File: src/obm_pkg.sv
// Shared types and constants for the order book matcher.
// No dependencies.
package obm_pkg;

    localparam int BOOK_DEPTH_DEF = 16;
    localparam int MAX_RESULTS    = 16;
    localparam int RES_CNT_W      = $clog2(MAX_RESULTS + 1);
    localparam int SLOT_W         = 4;

    localparam logic ACT_BUY  = 1'b0;
    localparam logic ACT_SELL = 1'b1;

    typedef enum logic [1:0] {
        KIND_TRADE  = 2'd0,
        KIND_BOOKED = 2'd1,
        KIND_REJECT = 2'd2
    } t_kind;

    typedef struct packed {
        logic        action;
        logic [15:0] symbol;
        logic [31:0] price;
        logic [31:0] quantity;
    } t_order;

    typedef struct packed {
        t_kind              kind;
        logic [15:0]        trade_symbol;
        logic [31:0]        trade_quantity;
        logic [32:0]        price_sum;
        logic [SLOT_W-1:0]  buy_slot;
        logic [SLOT_W-1:0]  sell_slot;
        logic               last;
    } t_result;

    // Controller to datapath
    typedef struct packed {
        logic accept;
        logic find;
        logic insert;
        logic skip;
        logic eval;
        logic trade;
        logic fin;
    } t_cmd;

    // Datapath to controller
    typedef struct packed {
        logic side_full;
        logic scan_done;
        logic cur_active;
        logic match_any;
        logic pend_valid;
        logic out_free;
    } t_status;

endpackage

File: src/obm_ctrl.sv
// Sequencer for the order book matcher: accept, find, insert, matching scan, finish.
// Depends on obm_pkg.
module obm_ctrl import obm_pkg::*; (
    input  logic    i_clk,
    input  logic    i_rst_n,
    input  logic    i_ord_valid,
    output logic    o_ord_stall,
    input  t_status i_sts,
    output t_cmd    o_cmd
);

    typedef enum logic [2:0] {
        S_IDLE, S_FIND, S_INS, S_SCAN, S_TRADE, S_FINAL
    } t_state;

    t_state r_state, n_state;

    // Next state and commands
    always_comb begin
        n_state = r_state;
        o_cmd   = '0;
        case (r_state)
            S_IDLE: begin
                if (i_ord_valid) begin
                    o_cmd.accept = 1'b1;
                    n_state = i_sts.side_full ? S_FINAL : S_FIND;
                end
            end
            S_FIND: begin
                o_cmd.find = 1'b1;
                n_state = S_INS;
            end
            S_INS: begin
                o_cmd.insert = 1'b1;
                n_state = S_SCAN;
            end
            S_SCAN: begin
                if (i_sts.scan_done) begin
                    n_state = S_FINAL;
                end else if (!i_sts.cur_active) begin
                    o_cmd.skip = 1'b1;
                end else begin
                    o_cmd.eval = 1'b1;
                    n_state = S_TRADE;
                end
            end
            S_TRADE: begin
                if (!i_sts.match_any) begin
                    o_cmd.skip = 1'b1;
                    n_state = S_SCAN;
                end else if (!i_sts.pend_valid || i_sts.out_free) begin
                    o_cmd.trade = 1'b1;
                    n_state = S_SCAN;
                end
            end
            S_FINAL: begin
                if (i_sts.out_free) begin
                    o_cmd.fin = 1'b1;
                    n_state = S_IDLE;
                end
            end
            default: n_state = S_IDLE;
        endcase
    end

    // State register
    always_ff @(posedge i_clk) begin
        if (!i_rst_n) begin
            r_state <= S_IDLE;
        end else begin
            r_state <= n_state;
        end
    end

    assign o_ord_stall = (r_state != S_IDLE);

endmodule

File: config.mk
export PLATFORM = sky130hd
export DESIGN_NAME = obm_ctrl
export DESIGN_NICKNAME = d
export VERILOG_FILES = /design/src/obm_pkg.sv /design/src/obm_ctrl.sv
export SDC_FILE = /design/constraint.sdc
export NUM_CORES = 1
export LEC_CHECK = 0
export BUFFER_PORTS_ARGS = -buffer_cell sky130_fd_sc_hd__buf_2
export CAP_MARGIN = 10
export CORE_AREA = 2 2 39 41
export DETAILED_ROUTE_END_ITERATION = 8
export DIE_AREA = 0 0 41 43
export PLACE_DENSITY = 0.51
export SLEW_MARGIN = 10
export SYNTH_ARGS = -nofsm -noshare
export SYNTH_HDL_FRONTEND = slang
export SYNTH_SLANG_ARGS = --single-unit
File: constraint.sdc
create_clock -name i_clk -period 1.7 [get_ports i_clk]
set_input_delay 0.17 -clock i_clk [delete_from_list [all_inputs] [get_ports i_clk]]
set_output_delay 0.17 -clock i_clk [all_outputs]
set_load 0.01 [all_outputs]
==> impl_metrics.xml <==
<?xml version="1.0" encoding="UTF-8"?>
<metrics>
  <group name="status">
    <metric name="status" unit="">completed</metric>
  </group>
  <group name="timing">
    <metric name="relSlewSlack" unit="">0.809</metric>
    <metric name="layout_worst_path_cycle_share" unit="">0.883</metric>
    <metric name="rsz0062_at_grt" unit="">false</metric>
    <metric name="total_negative_setup_slacks" unit="ps">0</metric>
    <metric name="timing.clock.skew" unit="ps">2.86</metric>
    <metric name="report.final.slew_viol_count" unit="">0</metric>
    <metric name="setup-violations-final" unit="">0</metric>
    <metric name="fin_crit" unit="ps">1500</metric>
    <metric name="tightest_slew" unit="ps">287</metric>
    <metric name="hold_viol_final" unit="">0</metric>
    <metric name="fmaxAchievable" unit="MHz">666</metric>
  </group>
  <group name="clocking">
    <metric name="root_buffer" unit="">sky130_fd_sc_hd__clkbuf_4</metric>
    <metric name="post_cts.repair.setup_buffers" unit="">0</metric>
    <metric name="cts_buffer_depth" unit="">2</metric>
    <metric name="cts.sink_count" unit="">3</metric>
    <metric name="clkSlewWorstSetupHoldPaths" unit="ps">40</metric>
    <metric name="post_cts_hold_buffers" unit="">0</metric>
    <metric name="tritoncts_buffer_count" unit="">3</metric>
    <metric name="worst_skew_pair.late_latency" unit="ps">230</metric>
    <metric name="cts_tree" unit="">built</metric>
    <metric name="htree_levels" unit="">1</metric>
  </group>
  <group name="die">
    <metric name="floorplan.die.height" unit="microns">43</metric>
    <metric name="core.rowCount" unit="">14</metric>
    <metric name="initial_core_util" unit="">0.237</metric>
    <metric name="num_io_pins" unit="">17</metric>
    <metric name="design.die.area" unit="sq mm">0.00176</metric>
    <metric name="fp.dieW" unit="microns">41</metric>
    <metric name="core_region_area" unit="sq mm">0.00138</metric>
  </group>
  <group name="global_routing">
    <metric name="grt_use_total" unit="">0.0992</metric>
    <metric name="vias_in_the_first_global_route" unit="">289</metric>
    <metric name="antenna_found_initial" unit="">0</metric>
    <metric name="grt_pass1_wl" unit="mm">1.15</metric>
    <metric name="grt_start_max_net_pins" unit="">14</metric>
    <metric name="grt_remaining_overflow" unit="">0</metric>
  </group>
  <group name="logic_synthesis">
    <metric name="number_of_synthesized_register_bits" unit="">3</metric>
    <metric name="post-synth-top-area-cell" unit="">sky130_fd_sc_hd__dfxtp_1</metric>
    <metric name="synth.distinct_cells" unit="">28</metric>
    <metric name="postSynthNetCount" unit="">51</metric>
    <metric name="synth_top_area_share" unit="">0.183</metric>
    <metric name="syn_avg_cell_area" unit="sq um">7.81</metric>
    <metric name="yosysSeqAreaShare" unit="">0.183</metric>
    <metric name="gate_count_post_synth" unit="">42</metric>
    <metric name="yosys_warnings" unit="">0</metric>
    <metric name="synth.area.top_cells" unit="">sky130_fd_sc_hd__dfxtp_1 18%, sky130_fd_sc_hd__nor3b_2 7.6%, sky130_fd_sc_hd__buf_6 6.9%</metric>
    <metric name="syn-cell-area" unit="sq um">328</metric>
  </group>
  <group name="flow_run">
    <metric name="count_of_max_cap_constraint_violations" unit="">0</metric>
  </group>
  <group name="layout">
    <metric name="most_frequent_cells_in_the_layout" unit="">16 x sky130_fd_sc_hd__buf_2, 5 x sky130_fd_sc_hd__nand2_1</metric>
    <metric name="post_route_cells_drive_above_1_share" unit="">0.483</metric>
    <metric name="num-nets-final" unit="">70</metric>
    <metric name="reg_top3" unit="">r_state x3</metric>
    <metric name="antenna-diode-count" unit="">0</metric>
    <metric name="area_growth" unit="%">37.4</metric>
    <metric name="largest_register_ffs" unit="">3</metric>
    <metric name="finish.utilization" unit="">0.325</metric>
    <metric name="largest-register" unit="">r_state</metric>
    <metric name="n_fill_cell" unit="">160</metric>
    <metric name="final_common_cell" unit="">sky130_fd_sc_hd__buf_2</metric>
  </group>
  <group name="routing">
    <metric name="drt-initial-drc-count" unit="">7</metric>
    <metric name="via_count" unit="">366</metric>
    <metric name="drt_wl_total" unit="microns">814</metric>
    <metric name="drc_errors" unit="">0</metric>
    <metric name="firstDrtPassIters" unit="">4</metric>
    <metric name="routed_via_density" unit="">4.82</metric>
    <metric name="route.detailed.wl_per_inst" unit="microns">10.7</metric>
    <metric name="ant_nets" unit="">0</metric>
  </group>
  <group name="setup_path">
    <metric name="path_class" unit="">reg -&gt; out</metric>
    <metric name="cp_cell_sequence" unit="">nor4bb_4 -&gt; nand2b_1 -&gt; o41ai_1 -&gt; buf_2</metric>
    <metric name="crit_required" unit="ps">1530</metric>
    <metric name="worstSetupEndpointType" unit="">output pin</metric>
    <metric name="critical_path_s_largest_stage_delay" unit="ps">400</metric>
    <metric name="cp.arrival" unit="ps">1330</metric>
    <metric name="path_buf_inv" unit="">1</metric>
    <metric name="timing.critical_path.max_delay_family" unit="">simple AND/OR/NAND/NOR gates</metric>
    <metric name="critical-path-slowest-cell" unit="">sky130_fd_sc_hd__dfxtp_2</metric>
    <metric name="critPathMaxFanout" unit="">8</metric>
    <metric name="critical_path.startpoint_type" unit="">flop</metric>
  </group>
  <group name="placement">
    <metric name="place_congestion" unit="">0.734</metric>
    <metric name="port_buffers" unit="">16</metric>
    <metric name="hpwlAfterDp" unit="microns">604</metric>
  </group>
  <group name="pwr">
    <metric name="leakagePower" unit="uW">0.000200</metric>
    <metric name="vdd_drop_max" unit="mV">0.411</metric>
    <metric name="power_density" unit="mW/mm^2">1250</metric>
  </group>
  <group name="worst_hold_path">
    <metric name="holdCritPathClass" unit="">in -&gt; reg</metric>
  </group>
</metrics>
area by class of cell:
type	instances	area, sq um	area share
clock buffer	4	26.3	0.0583
inverter	2	7.51	0.0167
multi-input combinational	34	245	0.544
sequential	3	63.8	0.142
tap	16	20.0	0.0444
timing repair buffer	17	87.6	0.194
power breakdown:
part	internal [uW]	total, uW	switching (uW)
clock network	88.0	125	37.4
registers	97.7	164	66.4
logic	150	275	125
total	336	564	228
kinds of logic (layout without fill, tap and decap cells):
logic type,Yosys count,count (layout),share of synthesized area
and+or+nand+nor,23,23,0.481
AOI/OAI and AO/OA,10,10,0.195
buffers and inverters,5,23,0.114
DFF,3,3,0.183
xor gates and xnor gates,1,1,0.0267
worst register-to-register path, stage by stage, from the launching register on:
cell and delay [ps]:
sky130_fd_sc_hd__dfxtp_2 350, sky130_fd_sc_hd__buf_4 170, sky130_fd_sc_hd__or3b_1 350, sky130_fd_sc_hd__a21oi_1 150
sky130_fd_sc_hd__and3_1 180, sky130_fd_sc_hd__o21a_1 110
cell usage after synthesis, drive strengths merged:
master,n
inv,2
dfxtp,3
and2,1
nor3b,4
or3b,1
nor2,3
a31oi,1
nor4b,1
nor3,1
o21ai,2
nor2b,1
o41ai,1
a21boi,1
nor4,1
nand3,1
buf,3
xnor2,1
nand2,5
and3,1
nor4bb,1
or3,1
o21a,1
nand2b,1
a22o,1
a21oi,3
path summary, 6_finish.rpt:
kind	endpoint	cells past startpoint	start	slack [ps]
worst min register to register	r_state[0]	3	r_state[1]	640
worst max-delay path	o_cmd[3]	4	r_state[1]	200
worst min-delay path	r_state[2]	2	i_rst_n	170
worst max register to register	r_state[2]	5	r_state[1]	320
layer usage:
layer,vias to the layer above,part of all wire,GRT usage
met4,0,0,0.0800
met3,0,0.058,0.0314
met1,164,0.44,0.105
met2,14,0.50,0.150
met5,-,0,0
li1,188,-,-
metrics by stage:
stage | worst slack [ps] | hold WS (ps) | instances | total power, uW | area [sq um]
final | 198 | 171 | 76 | 564 | 450
after global routing | 98.0 | 179 | 76 | 614 | 450
after CTS | 39.8 | 164 | 76 | 551 | 433
after detailed placement | 221 | 408 | 72 | 417 | 405
after global placement | 199 | 421 | 72 | 421 | 405
after floorplan | 462 | 286 | 42 | 360 | 328
timing repair:
action	in CTS	in global routing
cloned	0	0
gates resized for setup	1	4
endpoints found under the hold margin	0	0
endpoints found under the setup margin	1	2
(Power assumes the default switching activity.)
